$ cat src/rtl/core/gbfps_pkg.sv
`timescale 1ns / 1ps
`default_nettype none

package gbfps_pkg;

  // Default grid edge length in cells.
  localparam int unsigned GRID_SIZE_DEF = 8;

  // Result status codes.
  localparam logic [1:0] ST_POINT   = 2'd0;
  localparam logic [1:0] ST_SAME    = 2'd1;
  localparam logic [1:0] ST_BLOCKED = 2'd2;
  localparam logic [1:0] ST_NO_PATH = 2'd3;

  // Input item opcodes.
  localparam logic OPC_WRITE  = 1'b0;
  localparam logic OPC_SEARCH = 1'b1;

  typedef struct packed {
    logic       opcode;
    logic [2:0] pos_x;
    logic [2:0] pos_z;
    logic [2:0] goal_x;
    logic [2:0] goal_z;
    logic       blocked;
  } in_item_t;

  typedef struct packed {
    logic [1:0] status;
    logic [2:0] point_x;
    logic [2:0] point_z;
    logic       last;
  } out_item_t;

  // Datapath operations issued by the controller.
  typedef enum logic [3:0] {
    OP_NONE,
    OP_LOAD,
    OP_INIT,
    OP_SCAN,
    OP_EXPAND,
    OP_NEIGH,
    OP_WALK_RD,
    OP_WALK_UPD,
    OP_EMIT_RD,
    OP_EMIT_PATH,
    OP_EMIT_STATUS
  } dp_op_t;

  typedef struct packed {
    dp_op_t     op;
    logic [1:0] st;
  } ctl_cmd_t;

  typedef struct packed {
    logic is_write;
    logic off_grid;
    logic same;
    logic goal_blk;
    logic scan_done;
    logic best_vld;
    logic best_is_goal;
    logic nb_last;
    logic walk_done;
    logic len_zero;
    logic out_free;
  } dp_sts_t;

  // Neighbour offsets in visiting order.
  function automatic logic [1:0] nb_dx(input logic [2:0] n);
    logic [1:0] d;
    unique case (n)
      3'd0, 3'd1, 3'd2: d = 2'b11;
      3'd3, 3'd4:       d = 2'b00;
      default:          d = 2'b01;
    endcase
    return d;
  endfunction

  function automatic logic [1:0] nb_dz(input logic [2:0] n);
    logic [1:0] d;
    unique case (n)
      3'd0, 3'd4, 3'd5: d = 2'b11;
      3'd1, 3'd6:       d = 2'b00;
      default:          d = 2'b01;
    endcase
    return d;
  endfunction

  function automatic logic [5:0] sq3(input logic [2:0] a, input logic [2:0] b);
    logic [2:0] d;
    d = (a > b) ? (a - b) : (b - a);
    return {3'b000, d} * {3'b000, d};
  endfunction

  // Squared distance to start plus squared distance to goal; cell is {x, z}.
  function automatic logic [7:0] score(input logic [5:0] c,
                                       input logic [2:0] sx, input logic [2:0] sz,
                                       input logic [2:0] gx, input logic [2:0] gz);
    logic [6:0] ds;
    logic [6:0] dg;
    ds = {1'b0, sq3(c[5:3], sx)} + {1'b0, sq3(c[2:0], sz)};
    dg = {1'b0, sq3(c[5:3], gx)} + {1'b0, sq3(c[2:0], gz)};
    return {1'b0, ds} + {1'b0, dg};
  endfunction

endpackage

`default_nettype wire

$ cat src/rtl/core/gbfps_dp.sv
`timescale 1ns / 1ps
`default_nettype none

module gbfps_dp #(
  parameter int unsigned GRID_SIZE = 8
) (
  input  wire                  clk,
  input  wire                  rst_n,
  input  gbfps_pkg::in_item_t  in_data,
  input  gbfps_pkg::ctl_cmd_t  cmd,
  output gbfps_pkg::dp_sts_t   sts,
  input  wire                  out_stall,
  output logic                 out_valid,
  output gbfps_pkg::out_item_t out_data
);
  import gbfps_pkg::*;

  localparam logic [3:0] GS = 4'(GRID_SIZE);

  // Captured item fields. Cells are kept as {x, z}.
  logic       op_r;
  logic [2:0] sx_r, sz_r, gx_r, gz_r;

  logic [63:0] occ_r;
  logic [63:0] open_r;
  logic [63:0] closed_r;

  logic [5:0] order_mem [64];
  logic [5:0] parent_mem [64];
  logic [5:0] path_mem [64];
  logic [5:0] order_q_r;
  logic [5:0] parent_q_r;
  logic [5:0] path_q_r;

  logic       rvld_r;
  logic [6:0] cnt_r;
  logic [6:0] idx_r;
  logic [5:0] best_r;
  logic       best_vld_r;
  logic [5:0] cur_r;
  logic [2:0] nb_r;
  logic [5:0] walk_r;
  logic [5:0] len_r;

  logic        out_vld_r;
  logic        out_vld_nxt;
  out_item_t   out_r;

  logic [5:0] start_c, goal_c;
  logic       cand;
  logic [1:0] dx, dz;
  logic [3:0] nx4, nz4;
  logic [5:0] adj;
  logic       elig, new_open, upd_par;
  logic [5:0] len_dec;

  assign start_c = {sx_r, sz_r};
  assign goal_c  = {gx_r, gz_r};
  assign len_dec = len_r - 6'd1;

  // Scan candidate: open and strictly better than the best so far.
  assign cand = open_r[order_q_r] &&
                (!best_vld_r ||
                 (score(order_q_r, sx_r, sz_r, gx_r, gz_r) <
                  score(best_r, sx_r, sz_r, gx_r, gz_r)));

  // Neighbour of the expanded cell; a step below zero lands past the edge and is rejected.
  always_comb begin
    dx  = nb_dx(nb_r);
    dz  = nb_dz(nb_r);
    nx4 = {1'b0, cur_r[5:3]} + {{2{dx[1]}}, dx};
    nz4 = {1'b0, cur_r[2:0]} + {{2{dz[1]}}, dz};
    adj = {nx4[2:0], nz4[2:0]};
    elig = (nx4 < GS) && (nz4 < GS) && !closed_r[adj] && !occ_r[adj];
    new_open = elig && !open_r[adj];
    upd_par  = elig && open_r[adj] &&
               (score(adj, sx_r, sz_r, gx_r, gz_r) < score(cur_r, sx_r, sz_r, gx_r, gz_r));
  end

  // A result leaves on a transfer; a new one fills the register.
  always_comb begin
    out_vld_nxt = out_vld_r && out_stall;
    if (cmd.op == OP_EMIT_PATH || cmd.op == OP_EMIT_STATUS) begin
      out_vld_nxt = 1'b1;
    end
  end

  // Status toward the controller.
  always_comb begin
    sts.is_write     = (op_r == OPC_WRITE);
    sts.off_grid     = ({1'b0, sx_r} >= GS) || ({1'b0, sz_r} >= GS) ||
                       ({1'b0, gx_r} >= GS) || ({1'b0, gz_r} >= GS);
    sts.same         = (start_c == goal_c);
    sts.goal_blk     = occ_r[goal_c];
    sts.scan_done    = (idx_r >= cnt_r) && !rvld_r;
    sts.best_vld     = best_vld_r;
    sts.best_is_goal = (best_r == goal_c);
    sts.nb_last      = (nb_r == 3'd7);
    sts.walk_done    = (walk_r == start_c) || (len_r == 6'd63);
    sts.len_zero     = (len_r == 6'd0);
    sts.out_free     = !out_vld_r || !out_stall;
  end

  // Control state of the search.
  always_ff @(posedge clk) begin
    if (!rst_n) begin
      occ_r      <= '0;
      open_r     <= '0;
      closed_r   <= '0;
      rvld_r     <= 1'b0;
      best_vld_r <= 1'b0;
      cnt_r      <= '0;
      idx_r      <= '0;
      nb_r       <= '0;
      len_r      <= '0;
      out_vld_r  <= 1'b0;
    end else begin
      out_vld_r <= out_vld_nxt;
      unique case (cmd.op)
        OP_LOAD: begin
          if (in_data.opcode == OPC_WRITE && {1'b0, in_data.pos_x} < GS &&
              {1'b0, in_data.pos_z} < GS) begin
            occ_r[{in_data.pos_x, in_data.pos_z}] <= in_data.blocked;
          end
        end
        OP_INIT: begin
          closed_r       <= '0;
          open_r         <= 64'd1 << start_c;
          cnt_r          <= 7'd1;
          idx_r          <= '0;
          rvld_r         <= 1'b0;
          best_vld_r     <= 1'b0;
        end
        OP_SCAN: begin
          rvld_r <= (idx_r < cnt_r);
          if (idx_r < cnt_r) begin
            idx_r <= idx_r + 7'd1;
          end
          if (rvld_r && cand) begin
            best_vld_r <= 1'b1;
          end
        end
        OP_EXPAND: begin
          open_r[best_r]   <= 1'b0;
          closed_r[best_r] <= 1'b1;
          nb_r             <= '0;
          len_r            <= '0;
        end
        OP_NEIGH: begin
          if (new_open) begin
            open_r[adj] <= 1'b1;
            if (cnt_r < 7'd64) begin
              cnt_r <= cnt_r + 7'd1;
            end
          end
          nb_r <= nb_r + 3'd1;
          if (nb_r == 3'd7) begin
            idx_r      <= '0;
            rvld_r     <= 1'b0;
            best_vld_r <= 1'b0;
          end
        end
        OP_WALK_RD: len_r <= len_r + 6'd1;
        OP_EMIT_RD: len_r <= len_dec;
        default: begin
        end
      endcase
    end
  end

  // Payload registers and memories.
  always_ff @(posedge clk) begin
    order_q_r  <= order_mem[idx_r[5:0]];
    parent_q_r <= parent_mem[walk_r];
    unique case (cmd.op)
      OP_LOAD: begin
        op_r <= in_data.opcode;
        sx_r <= in_data.pos_x;
        sz_r <= in_data.pos_z;
        gx_r <= in_data.goal_x;
        gz_r <= in_data.goal_z;
      end
      OP_INIT: order_mem[0] <= start_c;
      OP_SCAN: begin
        if (rvld_r && cand) begin
          best_r <= order_q_r;
        end
      end
      OP_EXPAND: begin
        cur_r  <= best_r;
        walk_r <= goal_c;
      end
      OP_NEIGH: begin
        if (new_open || upd_par) begin
          parent_mem[adj] <= cur_r;
        end
        if (new_open && cnt_r < 7'd64) begin
          order_mem[cnt_r[5:0]] <= adj;
        end
      end
      OP_WALK_RD: path_mem[len_r] <= walk_r;
      OP_WALK_UPD: walk_r <= parent_q_r;
      // The path point is read once and held while the output is busy.
      OP_EMIT_RD: path_q_r <= path_mem[len_dec];
      OP_EMIT_PATH: out_r <= '{status: ST_POINT, point_x: path_q_r[5:3],
                                point_z: path_q_r[2:0], last: (len_r == 6'd0)};
      OP_EMIT_STATUS: out_r <= '{status: cmd.st, point_x: 3'd0, point_z: 3'd0,
                                  last: 1'b1};
      default: begin
      end
    endcase
  end

  assign out_valid = out_vld_r;
  assign out_data  = out_r;

endmodule

`default_nettype wire

$ cat src/rtl/core/gbfps_ctrl.sv
`timescale 1ns / 1ps
`default_nettype none

module gbfps_ctrl (
  input  wire                 clk,
  input  wire                 rst_n,
  input  wire                 in_valid,
  output logic                in_stall,
  input  gbfps_pkg::dp_sts_t  sts,
  output gbfps_pkg::ctl_cmd_t cmd
);
  import gbfps_pkg::*;

  typedef enum logic [3:0] {
    S_IDLE,
    S_CHECK,
    S_SCAN,
    S_EXPAND,
    S_NEIGH,
    S_WALK_RD,
    S_WALK_UPD,
    S_EMIT_RD,
    S_EMIT_OUT,
    S_STATUS_OUT
  } state_t;

  state_t     state_r, state_nxt;
  logic [1:0] st_r, st_nxt;

  assign in_stall = (state_r != S_IDLE);

  // Sequencing of one item.
  always_comb begin
    state_nxt = state_r;
    st_nxt    = st_r;
    cmd.op    = OP_NONE;
    cmd.st    = st_r;
    unique case (state_r)
      S_IDLE: begin
        if (in_valid) begin
          cmd.op    = OP_LOAD;
          state_nxt = S_CHECK;
        end
      end
      S_CHECK: begin
        priority if (sts.is_write) begin
          state_nxt = S_IDLE;
        end else if (sts.off_grid) begin
          st_nxt    = ST_NO_PATH;
          state_nxt = S_STATUS_OUT;
        end else if (sts.same) begin
          st_nxt    = ST_SAME;
          state_nxt = S_STATUS_OUT;
        end else if (sts.goal_blk) begin
          st_nxt    = ST_BLOCKED;
          state_nxt = S_STATUS_OUT;
        end else begin
          cmd.op    = OP_INIT;
          state_nxt = S_SCAN;
        end
      end
      S_SCAN: begin
        cmd.op = OP_SCAN;
        if (sts.scan_done) begin
          if (sts.best_vld) begin
            state_nxt = S_EXPAND;
          end else begin
            st_nxt    = ST_NO_PATH;
            state_nxt = S_STATUS_OUT;
          end
        end
      end
      S_EXPAND: begin
        cmd.op    = OP_EXPAND;
        state_nxt = sts.best_is_goal ? S_WALK_RD : S_NEIGH;
      end
      S_NEIGH: begin
        cmd.op = OP_NEIGH;
        if (sts.nb_last) begin
          state_nxt = S_SCAN;
        end
      end
      S_WALK_RD: begin
        if (sts.walk_done) begin
          state_nxt = S_EMIT_RD;
        end else begin
          cmd.op    = OP_WALK_RD;
          state_nxt = S_WALK_UPD;
        end
      end
      S_WALK_UPD: begin
        cmd.op    = OP_WALK_UPD;
        state_nxt = S_WALK_RD;
      end
      S_EMIT_RD: begin
        cmd.op    = OP_EMIT_RD;
        state_nxt = S_EMIT_OUT;
      end
      S_EMIT_OUT: begin
        if (sts.out_free) begin
          cmd.op    = OP_EMIT_PATH;
          state_nxt = sts.len_zero ? S_IDLE : S_EMIT_RD;
        end
      end
      S_STATUS_OUT: begin
        if (sts.out_free) begin
          cmd.op    = OP_EMIT_STATUS;
          state_nxt = S_IDLE;
        end
      end
      default: state_nxt = S_IDLE;
    endcase
  end

  always_ff @(posedge clk) begin
    if (!rst_n) begin
      state_r <= S_IDLE;
      st_r    <= ST_POINT;
    end else begin
      state_r <= state_nxt;
      st_r    <= st_nxt;
    end
  end

endmodule

`default_nettype wire

$ cat src/rtl/core/grid_best_first_path_search.sv
// Best-first path search on a square occupancy grid with 8-neighbour moves.
// Input channel (in_valid / in_stall / in_data): an opcode 0 item writes one
// occupancy cell and gives no result; an opcode 1 item searches from the
// start cell to the goal cell. A transfer takes place when valid is high and
// stall is low. The block takes one item at a time; in_stall stays high
// until the previous item has put its last result in the output register.
// A search picks each cell from the open list by a scan of the list,
// expands it into its neighbours, then walks the parent links back from
// the goal and streams the path; the open list scan dominates.
// Output channel (out_valid / out_stall / out_data): path points from the
// first step to the goal, or one status result; last marks the final one.
// A stalled result holds in the output register and the next result waits for it.
// Reset (synchronous, rst_n low) frees every grid cell and drops any
// pending result.
`timescale 1ns / 1ps
`default_nettype none

module grid_best_first_path_search #(
  parameter int unsigned GRID_SIZE = gbfps_pkg::GRID_SIZE_DEF
) (
  input  wire                  clk,
  input  wire                  rst_n,
  input  wire                  in_valid,
  output logic                 in_stall,
  input  gbfps_pkg::in_item_t  in_data,
  output logic                 out_valid,
  input  wire                  out_stall,
  output gbfps_pkg::out_item_t out_data
);
  import gbfps_pkg::*;

  ctl_cmd_t cmd;
  dp_sts_t  sts;

  gbfps_ctrl u_ctrl (
    .clk      (clk),
    .rst_n    (rst_n),
    .in_valid (in_valid),
    .in_stall (in_stall),
    .sts      (sts),
    .cmd      (cmd)
  );

  gbfps_dp #(
    .GRID_SIZE (GRID_SIZE)
  ) u_dp (
    .clk       (clk),
    .rst_n     (rst_n),
    .in_data   (in_data),
    .cmd       (cmd),
    .sts       (sts),
    .out_stall (out_stall),
    .out_valid (out_valid),
    .out_data  (out_data)
  );

endmodule

`default_nettype wire

$ cat config.mk
export PLATFORM = sky130hd
export DESIGN_NAME = grid_best_first_path_search
export DESIGN_NICKNAME = d
export VERILOG_FILES = /design/src/rtl/core/gbfps_pkg.sv /design/src/rtl/core/gbfps_dp.sv /design/src/rtl/core/gbfps_ctrl.sv /design/src/rtl/core/grid_best_first_path_search.sv
export SDC_FILE = /design/constraint.sdc
export NUM_CORES = 2
export LEC_CHECK = 0
export ABC_AREA = 1
export BUFFER_PORTS_ARGS = -buffer_cell sky130_fd_sc_hd__buf_4
export CORE_AREA = 2 2 358 360
export CTS_BUF_LIST = sky130_fd_sc_hd__clkbuf_16
export DETAILED_ROUTE_END_ITERATION = 10
export DIE_AREA = 0 0 360 362
export PLACE_DENSITY = 0.73
export SYNTH_ARGS = -nofsm -noshare
export SYNTH_HDL_FRONTEND = slang
export SYNTH_HIERARCHICAL = 1
export SYNTH_SLANG_ARGS = --single-unit
$ cat constraint.sdc
create_clock -name clk -period 8.1 [get_ports clk]
set_input_delay 1.215 -clock clk [delete_from_list [all_inputs] [get_ports clk]]
set_output_delay 1.215 -clock clk [all_outputs]
set_load 0.05 [all_outputs]
# --- Word level (Yosys, flattened, before mapping) ---
# Memory sizes are Yosys's and may differ from the RTL's. A register that Yosys moved wholly into a read port is not among the register bits.
# Index checks and enable logic that the tools add are counted.
op_classes:
  n_bitwise: 5
  n_shift: 1
  order_cmp: 31
  n_mul: 16
  div: 0
  add_sub_neg: 51
  mux: 93
  n_reduce_logical: 53
  n_eq_ne: 43
op_table:
  columns: ["cell", "n"]
  rows:
  - ["$pmux 64 s3", 1]
  - ["$or 64x64->64", 2]
  - ["$pmux 64 s2", 1]
  - ["$mul 3x3->6", 16]
  - ["$sub 3x3->3", 32]
  - ["$pmux 4 s10", 2]
  - ["$and 64x64->64", 1]
  - ["$bwmux 64", 1]
  - ["$mux 64", 1]
  - ["$not 64->64", 1]
  - ["$shl 1x6->64 const A", 1]
  - ["$add 6x6->7", 8]
  - ["$mux 3", 18]
  - ["$mux 4", 13]
  - ["$gt 3x3->1", 16]
  - ["$lt 6x7->1 const B", 5]
  - ["$add 7x7->8", 4]
  - ["$eq 4x3->1 const B", 8]
  - ["$bmux 1 s6", 5]
  - ["$mux 7", 4]
  - ["$mux 1", 25]
  - ["$pmux 7 s3", 1]
  - ["$eq 4x4->1 const B", 5]
  - ["$demux 1 s6", 3]
  - ["other kinds (46)", 119]
totals:
  rom_bits: 0
  memories: 3
  latchBits: 0
  out_inout_bits: 11
  wordCells: 320
  in_bits: 18
  ff_bits: 264
  mem_bits_rw: 1152
mem_list:
  columns: ["name", "depth", "width", "read_ports", "rd_clocked_by_memory_dff", "write_ports", "line_no", "text"]
  rows:
  - ["u_dp.order_mem", 64, 6, 1, 1, 1, "gbfps_dp.sv:28", "logic [5:0] order_mem [64];"]
  - ["u_dp.parent_mem", 64, 6, 1, 1, 1, "gbfps_dp.sv:29", "logic [5:0] parent_mem [64];"]
  - ["u_dp.path_mem", 64, 6, 1, 1, 1, "gbfps_dp.sv:30", "logic [5:0] path_mem [64];"]

# --- Depth between registers and ports, before layout ---
depth:
  word_depth: 16
  depth_mapped: 42
  ltp_nobuf: 40

# --- Cells and area by module ---
# The synthesis kept the hierarchy.
modules_own_cells:
  columns: ["module", "instances", "area_per_inst_um2", "cells_per_inst", "seq_area_each_um2"]
  rows:
  - ["gbfps_dp", 1, 68489.4, 6711, 40578.9]
  - ["gbfps_ctrl", 1, 555.5, 101, 120.1]

# --- Worst setup path before layout ---
# No wires, ideal clock.
synth_path:
  path_kind: "register to register"
  startpoint: "register u_dp.cur_r[0]"
  endpoint: "memory u_dp.parent_mem[24][0] (enable)"
  stages_incl_launch_ff: 35
  arrival_ns: 7.865
  period_less_slack_ns: 8.215
  slack_ns: -0.115
  n_path_buf: 2
  setup_time_ns: 0.350
  required_time_ns: 7.750
  cell_sequence: "edfxtp_1 -> ha_1 -> fa_1 -> inv_1 -> nand2_1 -> nand2_2 -> buf_1 -> ha_1 -> a21oi_1 -> o21ai_0 -> nand2_1 -> mux2_2 -> xor2_1 -> nand2_1 -> fa_1 -> inv_1 -> ha_1 -> fa_1 -> inv_1 -> fa_1 -> inv_1 -> ha_1 -> a21oi_1 -> inv_1 -> a31oi_1 -> o21ai_0 -> a21o_1 -> ha_1 -> a21oi_1 -> o21a_1 -> nand2_1 -> o21ai_0 -> nand4_1 -> clkbuf_1 -> nor2_1"
synth_between:
  elab_chain_len: 12
  word_cells_on_any_way: 48
  classes_between: "add/sub (15); mul (4); order compare (6); mux (13); reduce/logical (10)"
synth_rtl:
  columns: ["element", "line_no", "text"]
  rows:
  - ["from (decl)", "gbfps_dp.sv:40", "logic [5:0] cur_r;"]
  - ["from (signal assigned)", "gbfps_dp.sv:190", "cur_r <= best_r;"]
  - ["$add 3x4->4", "gbfps_dp.sv:72", "nz4 = {1'b0, cur_r[2:0]} + {{2{dz[1]}}, dz};"]
  - ["$sub 3x3->3, or another cell as far along", "gbfps_pkg.sv:92", "d = (a > b) ? (a - b) : (b - a);"]
  - ["$mux 3 or $mux 1 (tied branches)", "gbfps_pkg.sv:92, gbfps_dp.sv:74", null]
  - ["$mul 3x3->6 or $logic_not 1->1 (tied branches)", "gbfps_pkg.sv:93, gbfps_dp.sv:74", null]
  - ["$add 6x6->7, or another cell as far along", "gbfps_pkg.sv:102", "ds = {1'b0, sq3(c[5:3], sx)} + {1'b0, sq3(c[2:0], sz)};"]
  - ["$add 7x7->8 or $logic_and 1x1->1 (tied branches)", "gbfps_pkg.sv:104, gbfps_dp.sv:74", null]
  - ["$lt 8x8->1 or $logic_and 1x1->1 (tied branches)", "gbfps_dp.sv:77, gbfps_dp.sv:76", null]
  - ["$logic_and 1x1->1", "gbfps_dp.sv:76", "upd_par = elig && open_r[adj] &&"]
  - ["$logic_or 1x1->1", "gbfps_dp.sv:194", "if (new_open || upd_par) begin"]
  - ["$mux 1", "gbfps_dp.sv:194", null]
  - ["$mux 1", "gbfps_dp.sv:175", "unique case (cmd.op)"]
  - ["$mux 1 (not written as such)", "gbfps_dp.sv:195", "parent_mem[adj] <= cur_r;"]
  - ["to (decl)", "gbfps_dp.sv:29", null]
# Several ways; a longest one is shown, not always the timed one. The select of a mux whose other input is x is not followed.

# --- Worst setup path in the final report ---
layout_path:
  startpoint: "register u_dp.nb_r[1]"
  endpoint: "memory u_dp.parent_mem[58][0] (enable)"
layout_between:
  elab_chain_len: 15
  word_cells_on_any_way: 60
  classes_between: "add/sub (13); mul (4); order compare (7); eq/ne (6); mux (15); reduce/logical (15)"
layout_rtl:
  columns: ["element", "line_no", "text"]
  rows:
  - ["from (decl)", "gbfps_dp.sv:41", "logic [2:0] nb_r;"]
  - ["from (signal assigned)", "gbfps_dp.sv:156", "nb_r <= nb_r + 3'd1;"]
  - ["$eq 3x2->1, or another cell as far along", "gbfps_pkg.sv:72", "unique case (n)"]
  - ["$reduce_or 3->1, or another cell as far along", "gbfps_pkg.sv:72", null]
  - ["$pmux 2 s2 (on tied branches)", "gbfps_pkg.sv:72, gbfps_pkg.sv:82", null]
  - ["$add 3x4->4 (on tied branches)", "gbfps_dp.sv:71, gbfps_dp.sv:72", null]
  - ["$sub 3x3->3, or another cell as far along", "gbfps_pkg.sv:92", null]
  - ["$mux 3 or $mux 1 (tied branches)", "gbfps_pkg.sv:92, gbfps_dp.sv:74", null]
  - ["$mul 3x3->6 or $logic_not 1->1 (tied branches)", "gbfps_pkg.sv:93, gbfps_dp.sv:74", null]
  - ["$add 6x6->7, or another cell as far along", "gbfps_pkg.sv:102", null]
  - ["$add 7x7->8 or $logic_and 1x1->1 (tied branches)", "gbfps_pkg.sv:104, gbfps_dp.sv:74", null]
  - ["$lt 8x8->1 or $logic_and 1x1->1 (tied branches)", "gbfps_dp.sv:77, gbfps_dp.sv:76", null]
  - ["$logic_and 1x1->1", "gbfps_dp.sv:76", null]
  - ["$logic_or 1x1->1", "gbfps_dp.sv:194", null]
  - ["$mux 1", "gbfps_dp.sv:194", null]
  - ["$mux 1", "gbfps_dp.sv:175", null]
  - ["$mux 1 (not written as such)", "gbfps_dp.sv:195", null]
# Several ways; a longest one is shown, not always the timed one. The select of a mux whose other input is x is not followed.

==> flow_metrics.tcl <==
set metrics [dict create \
    status "completed" \
    place.port_buffers 28 \
    crit_top_cell "inv_1" \
    synth_edf_count 1198 \
    grt_usage_pct 29.4 \
    crit_family "adder cells" \
    synth_nets 7089 \
    cts_buffer_depth 3 \
    fmax_mhz 127 \
    crit_required_ps 8580 \
    start_util_pct 54.5 \
    clk-insertion-delay-late_ps 790 \
    path_clk_slew_ps 60 \
    final_area_um2 76000 \
    dp_hpwl_um 121000 \
    grt.overflow.total 0 \
    cap_violations 0 \
    die_h_um 362 \
    nNetsFinal 7005 \
    place_inst 8239 \
    switching_share_pct 34.0 \
    die_x_um 360 \
    post-route-period-util_pct 96.8 \
    finalWorstPathRequiredPeriod_ps 7840 \
    cp-start-kind "flip-flop" \
    wirelength_um 195000 \
    avgRoutedWirePerCell_um 22.9 \
    ys_types 61 \
    synth_warnings 6 \
    p_clk_share_pct 28.8 \
    gp_congestion 0.951 \
    io_pins 29 \
    final_cell_count_no_fill 8501 \
    core_um2 127000 \
    synth-async-reset-ratio_pct 0 \
    cts_tree "built" \
    dpl_cell_area_um2 71000 \
    setup_viol_count_final 0 \
    cp_slowest_stage_delay_ps 530 \
    drt_iter0_markers 7996 \
    vias 53016 \
    antenna_left 0 \
    route.detailed.drc 0 \
    syn-cell-area_um2 69000 \
    ys_seq_area_share_pct 58.9 \
    firstDrtPassIters 6 \
    cts.sinks 1434 \
    worstSetupPathType "reg2reg" \
    die-area_um2 130000 \
    synthFlopType "edfxtp_1" \
    cts.root.buffer_cell "clkbuf_16" \
    synth_top_area_share_pct 52.1 \
    crit_path_top_delay_cell "fa_1" \
    h-tree-depth 4 \
    num_rows 131 \
    leakage_nw 26.4 \
    finalHoldViolations 0 \
    endpoint_kind "flip-flop" \
    syn_avg_cell_area_um2 10.1 \
    combinationalPowerShare_pct 34.2 \
    maxSlewViolCount 0 \
    p_int_w 0.0146 \
    worst_ep_arrival_time_ps 8320 \
    grt_pass1_wl_um 297000 \
    skew_ps 43.6 \
    synth-seq-cells 1434 \
    fin_tns_setup_ps 0 \
    max-slew-margin-rel_pct 14.3 \
    cts_made_buffers 140 \
    hold_class "reg2reg" \
    vias_per_cell 6.24 \
    area_growth_syn_to_layout_pct 10.1 \
    synth_commonest_cells "1,221 x nor2_1, 1,198 x edfxtp_1, 782 x nand2_1" \
    syn_inst 6812 \
    drive_gt1_share_pct 8.99 \
    critPathBufInv 12 \
    ir_drop_uv 1640 \
    netSwitchingPower_w 0.00749 \
    powerDensity_nw_per_um2 290 \
    power_frac_seq_pct 37.0 \
    synth_most_common_cell "nor2_1" \
    fin_hold_ws_ps 468 \
    worstPathMaxFanout 7 \
    yosys-top-cells-area "edfxtp_1 52%, dfxtp_1 6.8%, nor2_1 6.6%, o21ai_0 5.5%, nand2_1 4.3%" \
    worst_pin_slew_ps 1280 \
    antenna_found_initial 4 \
    synth_top_area_cell "edfxtp_1" \
    grt_pass1_vias 50603 \
    grt_max_degree 257 \
]
==> power by group through the flow <==
| stage | sequential, W | clock, W | combinational, W |
|---|---|---|---|
| floorplan | 0.00832 | 0 | 0.00513 |
| global placement | 0.00831 | 0 | 0.00688 |
| detailed placement | 0.00831 | 0 | 0.00712 |
| CTS | 0.00815 | 0.00640 | 0.00721 |
| global route | 0.00816 | 0.00668 | 0.00851 |
| finish | 0.00816 | 0.00634 | 0.00755 |
==> layout by cell type, fill, tap and decap left out, drive strengths merged, types with 197 or more instances in the layout <==
cell type  netlist  layout
edfxtp        1198    1198
buf             79     197
inv            415     463
dfxtp          236     236
a21oi          367     367
nor2          1231    1231
o21ai          785     785
nand2          790     790
nand3          220     220
o22ai          224     224
==> tightest hold or removal path: cells and delay by family (launching register included) <==
| kind | cells | cell delay, ps |
|---|---|---|
| buffers and inverters | 1 | 50 |
| DFF | 1 | 320 |
| AOI/OAI and AO/OA | 1 | 50 |
==> layout make-up <==
cell class                      count  area, um2
Inverter                          424       1600
Multi-Input combinational cell   4530      25600
Clock inverter                    108        840
Sequential cell                  1434      40700
Tap cell                         1662       2080
Antenna cell                        1       2.50
Timing Repair Buffer              198       1610
Clock buffer                      144       3600
Fill cell                       10113      50700
==> repair_timing <==
action,4_1_cts,5_1_grt
gates resized for setup,73,51
setup endpoints to repair,372,387
cloned,2,1
setup buffers,1,6
hold buffers,0,0
pin swaps,2,20
==> flip-flops by register name (all words and copies together) (netlist names), 3 cells and up <==
signal / flops
u_dp/parent_mem: 384
u_dp/gx_r: 3
u_dp/nb_r: 3
u_ctrl/state_r: 4
u_dp/sz_r: 3
u_dp/best_r: 6
u_dp/occ_r: 64
u_dp/parent_q_r: 6
u_dp/open_r: 64
u_dp/idx_r: 7
u_dp/walk_r: 6
u_dp/len_r: 6
u_dp/gz_r: 3
u_dp/path_q_r: 6
u_dp/order_mem: 384
u_dp/cur_r: 6
u_dp/path_mem: 384
u_dp/cnt_r: 7
u_dp/sx_r: 3
u_dp/order_q_r: 6
u_dp/out_data: 9
u_dp/closed_r: 64
==> metrics by stage <==
step / setup slack (ps) / util [%] / power (W)
floorplan: -73.3 / - / 0.0134
global placement: -110 / 56.0 / 0.0152
detailed placement: -237 / 56.0 / 0.0154
CTS: 50.4 / 59.8 / 0.0218
global route: -60.8 / 60.0 / 0.0234
finish: 255 / 60.0 / 0.0220
==> cells by family after synthesis <==
logic type	after synthesis	synth area share, %
fa+ha+maj	259	5.55
compound gates	1692	14.5
buf+inv	848	4.84
flops	1434	58.9
other cells	1	0.00543
xor+xnor	43	0.545
mux	65	0.955
simple gates	2470	14.7
==> path summary, 6_finish.rpt <==
path                  startpoint                endpoint  slack [ps]  cells after the start
setup / recovery    u_dp/nb_r[1]  u_dp/parent_mem[58][0]         260                     42
hold reg to reg   u_dp/occ_r[63]          u_dp/occ_r[63]         470                      2
setup reg to reg    u_dp/nb_r[1]  u_dp/parent_mem[58][0]         260                     42
hold / removal    u_dp/occ_r[63]          u_dp/occ_r[63]         470                      2
==> routing by layer <==
| metal | global-route usage (%) | routed length [um] | up-vias |
|---|---|---|---|
| met3 | 6.45 | 21500 | 604 |
| met4 | 14.0 | 9620 | 2 |
| met5 | 0 | 16 | - |
| met2 | 45.0 | 87400 | 3163 |
| met1 | 40.1 | 76300 | 25233 |
| li1 | - | - | 24014 |
(Power assumes the default switching activity.)
